<file path="src/stq_pkg.sv">
// Shared types, constants and helpers of the sorted timer queue.
package stq_pkg;

   localparam int DEPTH       = 16;
   localparam int MAX_RESULTS = 32;
   localparam int IDX_W       = $clog2(DEPTH);
   localparam int CNT_W       = $clog2(DEPTH + 1);
   localparam int RES_W       = $clog2(MAX_RESULTS + 1);
   localparam int HANDLE_W    = 16;
   localparam int TIME_W      = 48;
   localparam int CFG_W       = 16;

   typedef logic [IDX_W-1:0]    idx_type;
   typedef logic [IDX_W:0]      idx_ext_type;
   typedef logic [CNT_W-1:0]    cnt_type;
   typedef logic [RES_W-1:0]    res_type;
   typedef logic [HANDLE_W-1:0] handle_type;
   typedef logic [TIME_W-1:0]   time_type;
   typedef logic [CFG_W-1:0]    cfg_type;

   localparam cnt_type     DEPTH_CNT        = cnt_type'(DEPTH);
   localparam idx_ext_type DEPTH_EXT        = idx_ext_type'(DEPTH);
   localparam res_type     MAX_RES          = res_type'(MAX_RESULTS);
   localparam cfg_type     IDLE_DELAY_RESET = cfg_type'(100);

   typedef enum logic [1:0] {
      ACT_SCHEDULE = 2'd0,
      ACT_CANCEL   = 2'd1,
      ACT_DRAIN    = 2'd2,
      ACT_QUERY    = 2'd3
   } action_type;

   typedef enum logic [3:0] {
      KIND_SCHEDULED  = 4'd0,
      KIND_FULL       = 4'd1,
      KIND_CANCELLED  = 4'd2,
      KIND_NOT_FOUND  = 4'd3,
      KIND_CFIFO_FULL = 4'd4,
      KIND_ABORTED    = 4'd5,
      KIND_EXPIRED    = 4'd6,
      KIND_NOTHING    = 4'd7,
      KIND_DELAY      = 4'd8
   } kind_type;

   typedef struct packed {
      logic [1:0] action;
      handle_type timer_handle;
      time_type   expiry_time;
      time_type   now_time;
   } req_type;

   typedef struct packed {
      logic [3:0] kind;
      handle_type out_handle;
      time_type   delay_ms;
      logic       last;
   } rsp_type;

   typedef struct packed {
      handle_type handle;
      time_type   expiry;
   } slot_type;

   // Ring index arithmetic: (base + offs) mod DEPTH, both operands below DEPTH.
   function automatic idx_type stq_wrap(input idx_type base, input idx_type offs);
      idx_ext_type sum;
      sum = {1'b0, base} + {1'b0, offs};
      if (sum >= DEPTH_EXT) begin
         sum = sum - DEPTH_EXT;
      end
      return sum[IDX_W-1:0];
   endfunction

endpackage

</file>
<file path="src/stq_ram.sv">
// Generic simple dual-port RAM: one write port, one registered read port.
module stq_ram #(
   parameter int WIDTH = 16,
   parameter int DEPTH = 16
) (
   input  logic                     clock,
   input  logic                     wr_en,
   input  logic [$clog2(DEPTH)-1:0] wr_addr,
   input  logic [WIDTH-1:0]         wr_data,
   input  logic [$clog2(DEPTH)-1:0] rd_addr,
   output logic [WIDTH-1:0]         rd_data
);

   logic [WIDTH-1:0] mem_ff [DEPTH];
   logic [WIDTH-1:0] rd_data_ff;

   always_ff @(posedge clock) begin
      if (wr_en) begin
         mem_ff[wr_addr] <= wr_data;
      end
      rd_data_ff <= mem_ff[rd_addr];
   end

   assign rd_data = rd_data_ff;

endmodule

</file>
<file path="src/sorted_timer_queue.sv">
// Top level of the sorted timer queue: sequencer, timer store and cancel FIFO.
// Usage:
//   req channel (req_valid / req_stall / req_data) carries one action per
//   transaction: schedule, cancel, drain or query. req_stall is high whenever
//   the sequencer is busy; one action is worked on at a time.
//   rsp channel (rsp_valid / rsp_stall / rsp_data) returns the results. Every
//   action except drain returns one transaction; a drain returns one per
//   aborted or expired timer (or one "nothing due"), the final one with last = 1.
//   csr channel (csr_valid / csr_ready / csr_data) writes idle_delay; write it
//   only while no action is in flight. csr_ready is always high.
// A query looks only at the head slot, while schedule and cancel walk the
//   store and a drain steps through its results. Each result is registered
//   and valid the cycle after the step that makes it; a drain holds each result
//   back one step to learn whether it is the last. The single read port of the
//   store RAM sets this pace: the sequencer walks the sorted ring one slot per
//   cycle, moving entries up on insert and down on removal. Reset clears the
//   counts and ring pointers, so the store is empty; the RAM contents are left
//   as they are and no clearing pass is needed.
// A stall on rsp holds the output register; the sequencer waits with its
//   next result and keeps req_stall high until the action is finished.
module sorted_timer_queue (
   input  logic             clock,
   input  logic             reset,
   input  logic             req_valid,
   output logic             req_stall,
   input  stq_pkg::req_type req_data,
   output logic             rsp_valid,
   input  logic             rsp_stall,
   output stq_pkg::rsp_type rsp_data,
   input  logic             csr_valid,
   output logic             csr_ready,
   input  stq_pkg::cfg_type csr_data
);

   typedef enum logic [8:0] {
      ST_IDLE   = 9'b000000001,
      ST_SCH    = 9'b000000010,
      ST_INS    = 9'b000000100,
      ST_INS0   = 9'b000001000,
      ST_CSRCH  = 9'b000010000,
      ST_CSHIFT = 9'b000100000,
      ST_DABORT = 9'b001000000,
      ST_DEXP   = 9'b010000000,
      ST_QRY    = 9'b100000000
   } state_type;

   // Control state
   state_type             state_ff,       state_in;
   stq_pkg::idx_type      idx_ff,         idx_in;
   stq_pkg::idx_type      head_ff,        head_in;
   stq_pkg::cnt_type      timer_count_ff, timer_count_in;
   stq_pkg::idx_type      cf_head_ff,     cf_head_in;
   stq_pkg::cnt_type      cf_count_ff,    cf_count_in;
   stq_pkg::res_type      res_cnt_ff,     res_cnt_in;
   logic                  pend_valid_ff,  pend_valid_in;
   logic                  rsp_valid_ff,   rsp_valid_in;
   stq_pkg::cfg_type      idle_delay_ff,  idle_delay_in;

   // Payload state
   stq_pkg::req_type      item_ff,        item_in;
   stq_pkg::kind_type     pend_kind_ff,   pend_kind_in;
   stq_pkg::handle_type   pend_handle_ff, pend_handle_in;
   stq_pkg::rsp_type      rsp_data_ff,    rsp_data_in;

   // Memory ports
   logic                  slot_wr_en;
   stq_pkg::idx_type      slot_wr_addr;
   stq_pkg::slot_type     slot_wr_data;
   stq_pkg::idx_type      slot_rd_addr;
   stq_pkg::slot_type     slot_rd_data;
   logic                  cf_wr_en;
   stq_pkg::idx_type      cf_wr_addr;
   stq_pkg::handle_type   cf_rd_data;

   // Helpers
   logic                  accept;
   logic                  out_free;
   logic                  rsp_load;
   stq_pkg::rsp_type      rsp_next;
   stq_pkg::cnt_type      cnt_m1;
   logic                  idx_last;
   stq_pkg::slot_type     new_slot;
   logic                  res_room;
   logic                  abort_cand;
   logic                  exp_cand;
   stq_pkg::time_type     delay_left;

   // Sorted timer ring: logical slot k lives at (head + k) mod DEPTH.
   stq_ram #(
      .WIDTH ($bits(stq_pkg::slot_type)),
      .DEPTH (stq_pkg::DEPTH)
   ) u_slot_ram (
      .clock   (clock),
      .wr_en   (slot_wr_en),
      .wr_addr (slot_wr_addr),
      .wr_data (slot_wr_data),
      .rd_addr (slot_rd_addr),
      .rd_data (slot_rd_data)
   );

   // Cancel FIFO ring: oldest entry at cf_head.
   stq_ram #(
      .WIDTH (stq_pkg::HANDLE_W),
      .DEPTH (stq_pkg::DEPTH)
   ) u_cfifo_ram (
      .clock   (clock),
      .wr_en   (cf_wr_en),
      .wr_addr (cf_wr_addr),
      .wr_data (item_ff.timer_handle),
      .rd_addr (cf_head_in),
      .rd_data (cf_rd_data)
   );

   assign req_stall = (state_ff != ST_IDLE);
   assign accept    = req_valid && !req_stall;
   assign out_free  = !rsp_valid_ff || !rsp_stall;
   assign csr_ready = 1'b1;

   assign cnt_m1     = timer_count_ff - stq_pkg::cnt_type'(1);
   assign idx_last   = (stq_pkg::cnt_type'(idx_ff) == cnt_m1);
   assign new_slot   = '{handle: item_ff.timer_handle, expiry: item_ff.expiry_time};
   assign res_room   = (res_cnt_ff < stq_pkg::MAX_RES);
   assign abort_cand = (cf_count_ff != '0) && res_room;
   assign exp_cand   = (timer_count_ff != '0) && res_room &&
                       (slot_rd_data.expiry <= item_ff.now_time);
   assign delay_left = slot_rd_data.expiry - item_ff.now_time;
   assign cf_wr_addr = stq_pkg::stq_wrap(cf_head_ff, cf_count_ff[stq_pkg::IDX_W-1:0]);

   // Always read the slot that the sequencer looks at in the next cycle.
   assign slot_rd_addr = stq_pkg::stq_wrap(head_in, idx_in);

   always_comb begin
      state_in       = state_ff;
      idx_in         = idx_ff;
      head_in        = head_ff;
      timer_count_in = timer_count_ff;
      cf_head_in     = cf_head_ff;
      cf_count_in    = cf_count_ff;
      res_cnt_in     = res_cnt_ff;
      pend_valid_in  = pend_valid_ff;
      pend_kind_in   = pend_kind_ff;
      pend_handle_in = pend_handle_ff;
      item_in        = item_ff;
      idle_delay_in  = csr_valid ? csr_data : idle_delay_ff;

      slot_wr_en     = 1'b0;
      slot_wr_addr   = head_ff;
      slot_wr_data   = new_slot;
      cf_wr_en       = 1'b0;

      rsp_load            = 1'b0;
      rsp_next.kind       = stq_pkg::KIND_SCHEDULED;
      rsp_next.out_handle = item_ff.timer_handle;
      rsp_next.delay_ms   = '0;
      rsp_next.last       = 1'b1;

      unique case (state_ff)
         ST_IDLE: begin
            if (accept) begin
               item_in       = req_data;
               idx_in        = '0;
               res_cnt_in    = '0;
               pend_valid_in = 1'b0;
               unique case (req_data.action)
                  stq_pkg::ACT_SCHEDULE: state_in = ST_SCH;
                  stq_pkg::ACT_CANCEL:   state_in = ST_CSRCH;
                  stq_pkg::ACT_DRAIN:    state_in = ST_DABORT;
                  stq_pkg::ACT_QUERY:    state_in = ST_QRY;
                  default:               state_in = ST_IDLE;
               endcase
            end
         end

         ST_SCH: begin
            if (timer_count_ff >= stq_pkg::DEPTH_CNT) begin
               if (out_free) begin
                  rsp_load      = 1'b1;
                  rsp_next.kind = stq_pkg::KIND_FULL;
                  state_in      = ST_IDLE;
               end
            end else if (timer_count_ff == '0) begin
               if (out_free) begin
                  slot_wr_en     = 1'b1;
                  timer_count_in = timer_count_ff + stq_pkg::cnt_type'(1);
                  rsp_load       = 1'b1;
                  state_in       = ST_IDLE;
               end
            end else begin
               // Walk from the tail toward the head
               idx_in   = cnt_m1[stq_pkg::IDX_W-1:0];
               state_in = ST_INS;
            end
         end

         ST_INS: begin
            if (slot_rd_data.expiry > item_ff.expiry_time) begin
               // Move the later timer up one slot
               slot_wr_en   = 1'b1;
               slot_wr_addr = stq_pkg::stq_wrap(head_ff, idx_ff + stq_pkg::idx_type'(1));
               slot_wr_data = slot_rd_data;
               if (idx_ff == '0) begin
                  state_in = ST_INS0;
               end else begin
                  idx_in = idx_ff - stq_pkg::idx_type'(1);
               end
            end else if (out_free) begin
               slot_wr_en     = 1'b1;
               slot_wr_addr   = stq_pkg::stq_wrap(head_ff, idx_ff + stq_pkg::idx_type'(1));
               timer_count_in = timer_count_ff + stq_pkg::cnt_type'(1);
               rsp_load       = 1'b1;
               idx_in         = '0;
               state_in       = ST_IDLE;
            end
         end

         ST_INS0: begin
            if (out_free) begin
               slot_wr_en     = 1'b1;
               timer_count_in = timer_count_ff + stq_pkg::cnt_type'(1);
               rsp_load       = 1'b1;
               idx_in         = '0;
               state_in       = ST_IDLE;
            end
         end

         ST_CSRCH: begin
            if (timer_count_ff == '0) begin
               if (out_free) begin
                  rsp_load      = 1'b1;
                  rsp_next.kind = stq_pkg::KIND_NOT_FOUND;
                  state_in      = ST_IDLE;
               end
            end else if (slot_rd_data.handle == item_ff.timer_handle) begin
               if (cf_count_ff >= stq_pkg::DEPTH_CNT) begin
                  if (out_free) begin
                     rsp_load      = 1'b1;
                     rsp_next.kind = stq_pkg::KIND_CFIFO_FULL;
                     idx_in        = '0;
                     state_in      = ST_IDLE;
                  end
               end else if (idx_last) begin
                  if (out_free) begin
                     cf_wr_en       = 1'b1;
                     cf_count_in    = cf_count_ff + stq_pkg::cnt_type'(1);
                     timer_count_in = cnt_m1;
                     rsp_load       = 1'b1;
                     rsp_next.kind  = stq_pkg::KIND_CANCELLED;
                     idx_in         = '0;
                     state_in       = ST_IDLE;
                  end
               end else begin
                  cf_wr_en    = 1'b1;
                  cf_count_in = cf_count_ff + stq_pkg::cnt_type'(1);
                  idx_in      = idx_ff + stq_pkg::idx_type'(1);
                  state_in    = ST_CSHIFT;
               end
            end else if (idx_last) begin
               if (out_free) begin
                  rsp_load      = 1'b1;
                  rsp_next.kind = stq_pkg::KIND_NOT_FOUND;
                  idx_in        = '0;
                  state_in      = ST_IDLE;
               end
            end else begin
               idx_in = idx_ff + stq_pkg::idx_type'(1);
            end
         end

         ST_CSHIFT: begin
            // Close the gap: copy slot idx down to idx - 1
            if (!idx_last || out_free) begin
               slot_wr_en   = 1'b1;
               slot_wr_addr = stq_pkg::stq_wrap(head_ff, idx_ff - stq_pkg::idx_type'(1));
               slot_wr_data = slot_rd_data;
            end
            if (!idx_last) begin
               idx_in = idx_ff + stq_pkg::idx_type'(1);
            end else if (out_free) begin
               timer_count_in = cnt_m1;
               rsp_load       = 1'b1;
               rsp_next.kind  = stq_pkg::KIND_CANCELLED;
               idx_in         = '0;
               state_in       = ST_IDLE;
            end
         end

         ST_DABORT: begin
            // One result is held back until we know whether another follows
            if (abort_cand) begin
               if (!pend_valid_ff || out_free) begin
                  if (pend_valid_ff) begin
                     rsp_load            = 1'b1;
                     rsp_next.kind       = pend_kind_ff;
                     rsp_next.out_handle = pend_handle_ff;
                     rsp_next.last       = 1'b0;
                  end
                  pend_valid_in  = 1'b1;
                  pend_kind_in   = stq_pkg::KIND_ABORTED;
                  pend_handle_in = cf_rd_data;
                  cf_head_in     = stq_pkg::stq_wrap(cf_head_ff, stq_pkg::idx_type'(1));
                  cf_count_in    = cf_count_ff - stq_pkg::cnt_type'(1);
                  res_cnt_in     = res_cnt_ff + stq_pkg::res_type'(1);
               end
            end else begin
               state_in = ST_DEXP;
            end
         end

         ST_DEXP: begin
            if (exp_cand) begin
               if (!pend_valid_ff || out_free) begin
                  if (pend_valid_ff) begin
                     rsp_load            = 1'b1;
                     rsp_next.kind       = pend_kind_ff;
                     rsp_next.out_handle = pend_handle_ff;
                     rsp_next.last       = 1'b0;
                  end
                  pend_valid_in  = 1'b1;
                  pend_kind_in   = stq_pkg::KIND_EXPIRED;
                  pend_handle_in = slot_rd_data.handle;
                  head_in        = stq_pkg::stq_wrap(head_ff, stq_pkg::idx_type'(1));
                  timer_count_in = cnt_m1;
                  res_cnt_in     = res_cnt_ff + stq_pkg::res_type'(1);
               end
            end else if (out_free) begin
               rsp_load = 1'b1;
               if (pend_valid_ff) begin
                  rsp_next.kind       = pend_kind_ff;
                  rsp_next.out_handle = pend_handle_ff;
               end else begin
                  rsp_next.kind       = stq_pkg::KIND_NOTHING;
                  rsp_next.out_handle = '0;
               end
               pend_valid_in = 1'b0;
               state_in      = ST_IDLE;
            end
         end

         ST_QRY: begin
            if (out_free) begin
               rsp_load            = 1'b1;
               rsp_next.kind       = stq_pkg::KIND_DELAY;
               rsp_next.out_handle = '0;
               if (timer_count_ff == '0 || slot_rd_data.expiry <= item_ff.now_time) begin
                  rsp_next.delay_ms = stq_pkg::time_type'(idle_delay_ff);
               end else begin
                  rsp_next.delay_ms = delay_left;
               end
               state_in = ST_IDLE;
            end
         end

         default: begin
            state_in = ST_IDLE;
         end
      endcase

      rsp_valid_in = rsp_load || (rsp_valid_ff && rsp_stall);
      rsp_data_in  = rsp_load ? rsp_next : rsp_data_ff;
   end

   always_ff @(posedge clock) begin
      if (reset) begin
         state_ff       <= ST_IDLE;
         idx_ff         <= '0;
         head_ff        <= '0;
         timer_count_ff <= '0;
         cf_head_ff     <= '0;
         cf_count_ff    <= '0;
         res_cnt_ff     <= '0;
         pend_valid_ff  <= 1'b0;
         rsp_valid_ff   <= 1'b0;
         idle_delay_ff  <= stq_pkg::IDLE_DELAY_RESET;
      end else begin
         state_ff       <= state_in;
         idx_ff         <= idx_in;
         head_ff        <= head_in;
         timer_count_ff <= timer_count_in;
         cf_head_ff     <= cf_head_in;
         cf_count_ff    <= cf_count_in;
         res_cnt_ff     <= res_cnt_in;
         pend_valid_ff  <= pend_valid_in;
         rsp_valid_ff   <= rsp_valid_in;
         idle_delay_ff  <= idle_delay_in;
      end
   end

   always_ff @(posedge clock) begin
      item_ff        <= item_in;
      pend_kind_ff   <= pend_kind_in;
      pend_handle_ff <= pend_handle_in;
      rsp_data_ff    <= rsp_data_in;
   end

   assign rsp_valid = rsp_valid_ff;
   assign rsp_data  = rsp_data_ff;

   // Store and cancel FIFO never exceed their depth
   assert property (@(posedge clock) disable iff (reset)
      timer_count_ff <= stq_pkg::DEPTH_CNT)
      else $error("timer count beyond store depth");

   assert property (@(posedge clock) disable iff (reset)
      cf_count_ff <= stq_pkg::DEPTH_CNT)
      else $error("cancel FIFO count beyond depth");

   // A drain never leaves a held-back result behind
   assert property (@(posedge clock) disable iff (reset)
      (state_ff == ST_IDLE) |-> !pend_valid_ff)
      else $error("pending drain result left in idle");

   // Insertion walk only runs on a partly filled store
   assert property (@(posedge clock) disable iff (reset)
      (state_ff == ST_INS) |->
         (timer_count_ff != '0) && (timer_count_ff < stq_pkg::DEPTH_CNT))
      else $error("insert walk on empty or full store");

endmodule
</file>
<file path="config.mk">
export PLATFORM = sky130hd
export DESIGN_NAME = sorted_timer_queue
export DESIGN_NICKNAME = d
export VERILOG_FILES = /design/src/stq_pkg.sv /design/src/stq_ram.sv /design/src/sorted_timer_queue.sv
export SDC_FILE = /design/constraint.sdc
export NUM_CORES = 2
export LEC_CHECK = 0
export BUFFER_PORTS_ARGS = -buffer_cell sky130_fd_sc_hd__buf_2
export CAP_MARGIN = 0
export CORE_UTILIZATION = 45
export CTS_BUF_LIST = sky130_fd_sc_hd__clkbuf_8
export DETAILED_ROUTE_END_ITERATION = 12
export PLACE_DENSITY_LB_ADDON = 0.25
export SLEW_MARGIN = 20
export SYNTH_ARGS = -nofsm -noshare
export SYNTH_HDL_FRONTEND = slang
export SYNTH_SLANG_ARGS = --single-unit
</file>
<file path="constraint.sdc">
create_clock -name clock -period 7.48 [get_ports clock]
set_input_delay 1.122 -clock clock [delete_from_list [all_inputs] [get_ports clock]]
set_output_delay 1.122 -clock clock [all_outputs]
set_load 0.05 [all_outputs]
</file>
==> results.tsv <==
stage	metric	value	unit
outcome	status	finished, final reports clean	
synthesis	top area cells in the synthesized netlist	edfxtp_1 68%, mux4_2 13%, dfxtp_1 4.1%, ha_1 2.2%, mux2_2 1.1%	
global_routing	first-pass GRT wire length	240000	µm
timing	worst clock skew	0.102	ns
global_routing	largest net degree at the start of global routing	93	
route	met1 WL	70900	µm
floorplan	Placement Rows	139	
place	Setup WS pre-CTS	0.770	ns
setup_path	CP endpoint kind	flip-flop	
place	hpwl dp	97500	µm
min_path	hold_sp	req_data[19]	
route	# DRC	0	
synthesis	number of flops mapped to enable cells by yosys	1479	
clock_network	Sink Count	1614	
floorplan	die footprint	0.148	mm²
setup_path	crit path DAT	7.60	ns
timing	final number of max-transition violations	0	
clock_network	Post-CTS Resized	0	
place	Placed Area	0.0697	mm²
route	1st-pass router iterations	5	
timing	# setup viols final	0	
synthesis	Syn Inst Count	3559	
finish	final core utilization	0.518	
timing	Final period util	0.908	
clock_network	Worst-path clk slew	0.07	ns
timing	Slew @ Worst Pin	1.23	ns
power	PwrDens	259	mW/mm²
clock_network	CTS tree	built	
finish	share of cells above drive strength 1	0.271	
synthesis	Yosys cell types	89	
clock_network	H-tree depth	5	
route	metal2 WL	79400	µm
floorplan	Initial Utilization	0.456	
synthesis	asr flop ratio synth	0	
min_path	hold crit path type	in2reg	
route	vias	35100	
setup_path	Worst Setup SP	item_ff[7]	
finish	Area growth syn-to-layout	13.6	%
clock_network	Max Root-Sink Buffers	4	
route	WL/cell	27.1	µm
setup_path	Worst setup SP type	flip-flop	
setup_path	WP data required	8.29	ns
timing	worst hold slack	0.283	ns
global_routing	residual overflow from global routing	0	
setup_path	r2r startpoint	item_ff[7]	
global_routing	initial antenna violation count	13	
timing	setup TNS	0	ns
synthesis	Yosys top cell area share	0.676	
clock_network	postcts setup bufs	0	
route	top routing layer used	met5	
synthesis	post-synth top area cell	edfxtp_1	
timing	Final Hold Violating Endpoints	0	
synthesis	Main synth FF type	edfxtp_1	
synthesis	syn_area_per_cell	18.5	µm²
setup_path	CP max FO	15	
clock_network	CTS Hold Bufs	0	
place	GPL Wtd Cong	0.894	
route	number of DRC markers in iteration 0	3469	
route	routed wl met3	12300	µm
synthesis	synth warn	0	
clock_network	cts bufs inserted	282	
clock_network	Root Buffer	clkbuf_8	
synthesis	post-synthesis net count	3818	
power	Pleak	25.6	nW
setup_path	WS Path Type	reg2reg	
route	vias per cell	5.75	
floorplan	die span in x	384	µm
global_routing	number of global-route vias before repair	35100	
timing	unrepaired setup endpoints after global routing	no	
timing	fmax	147	MHz
place	I/O Buffers	205	
finish	final instance area	0.0747	mm²
timing	Max-Slew Margin vs Limit	0.157	
global_routing	gr usage total	0.225	
power	worst ir drop on vdd	0.169	mV
clock_network	Clock Latency Late Sink	1.01	ns
finish	NumNets Final	4263	
floorplan	# IOs	207	
synthesis	share of the yosys chip area belonging to registers	0.717	
run	max cap viols	0	
timing	setup ws final	0.686	ns
floorplan	Die Y	384	µm
synthesis	post-synthesis register bit count	1614	
synthesis	Syn Std Cell Area	0.0657	mm²
route	WL final	165000	µm
finish	Filler Cell Count	11500	
route	Post-DRT Antenna Nets	0	
timing	min Tclk post-route	6.79	ns
floorplan	floorplan core area	0.144	mm²
## path summary, 6_finish.rpt
| path | endpoint | slack (ns) | cells after the start |
|---|---|---|---|
| worst max-delay path | u_slot_ram.rd_data[41] | 0.69 | 19 |
| worst min-delay path | item_ff[19] | 0.28 | 1 |
| worst max register to register | u_slot_ram.rd_data[41] | 0.69 | 19 |
| worst min register to register | pend_handle_ff[1] | 0.47 | 2 |
## layout make-up
type	instances	area, µm²	area share
Antenna cell	2	5.00	0.0000670
Clock buffer	304	4180	0.0560
Clock inverter	172	820	0.0110
Inverter	141	529	0.00709
Multi-Input combinational cell	1658	17600	0.236
Sequential cell	1614	47100	0.631
Tap cell	1903	2380	0.0319
Timing Repair Buffer	307	2030	0.0272
## report_power, final
part	total (W)	switching (W)	internal [W]	leakage [nW]
clock	0.00731	0.00342	0.00388	2.94
sequential	0.0105	0.000154	0.0103	14.4
combinational	0.00156	0.00109	0.000464	8.25
total	0.0193	0.00467	0.0147	25.6
## synth_stat cells (55+ instances only)
library cell	number
a21oi_1	116
nor2_1	158
ha_1	118
mux2_2	65
inv_1	141
edfxtp_1	1479
nand2_1	174
clkbuf_1	110
dfxtp_1	135
mux4_2	384
xnor2_1	55
o21ai_0	65
## sequential cells by signal, summed over array words and instances (netlist names), 6 cells and up
register             flops
res_cnt_ff               6
pend_handle_ff          16
rsp_data                69
u_cfifo_ram.mem_ff     256
item_ff                112
u_slot_ram.rd_data      64
u_slot_ram.mem_ff     1024
idle_delay_ff           16
u_cfifo_ram.rd_data     16
state_ff                 9
## per-layer routing
layer  track usage  vias up
li1              -    15200
met1         0.321    18300
met2         0.357     1416
met3        0.0420      225
met4        0.0540        2
met5             0        -
## logic make-up after synthesis
family,count (synthesis),share of synthesized area
buf+inv,287,0.0178
xor+xnor,84,0.0118
fa+ha+maj,124,0.0243
flops,1614,0.717
simple gates,587,0.0437
compound gates,381,0.0379
mux,481,0.148
other cells,1,0.0000571
## metrics by stage
| step | cells | power (W) |
|---|---|---|
| floorplan | 3559 | 0.0116 |
| global placement | 5623 | 0.0122 |
| detailed placement | 5623 | 0.0122 |
| CTS | 6099 | 0.0195 |
| global route | 6100 | 0.0201 |
| finish | 6101 | 0.0193 |
## worst max-delay path, cell delays in order, from the launching register on
cell       delay (ns)
edfxtp_1         0.31
inv_1            0.04
ha_1             0.36
a2111oi_1        0.84
a2111o_1         0.34
a31oi_1          0.19
nor3b_1          0.56
o21ai_4          0.07
buf_4            0.20
nor3_1           0.42
mux2i_1          0.41
inv_1            0.08
ha_1             0.27
a21o_1           0.17
a21oi_1          0.21
or4b_1           0.51
o211ai_4         0.14
xor2_4           0.76
buf_4            0.40
mux4_2           0.34
## placed cells by master (no fill, tap or decap), types with 8 or more instances in the layout
master	n
nor3_1	33
nor4_1	9
xor2_1	24
and3_1	14
buf_2	205
clkinv_2	19
nor2_1	156
nand4_1	23
o21ai_0	65
nand3_1	47
o21a_1	9
mux2_2	65
a21o_1	38
and2_1	17
a31oi_1	21
mux4_2	384
edfxtp_1	1479
a211oi_1	30
mux2i_1	32
buf_4	83
nor2b_1	27
nand2b_1	12
a22o_1	16
nor3_2	18
a21boi_0	10
inv_1	243
dfxtp_1	135
xnor2_1	53
buf_12	19
clkinv_1	41
nand2_1	174
a21oi_1	116
o211ai_1	10
ha_1	117
nor3b_1	11
clkbuf_8	304
o21bai_1	8
Power figures use the tool's default switching activity.
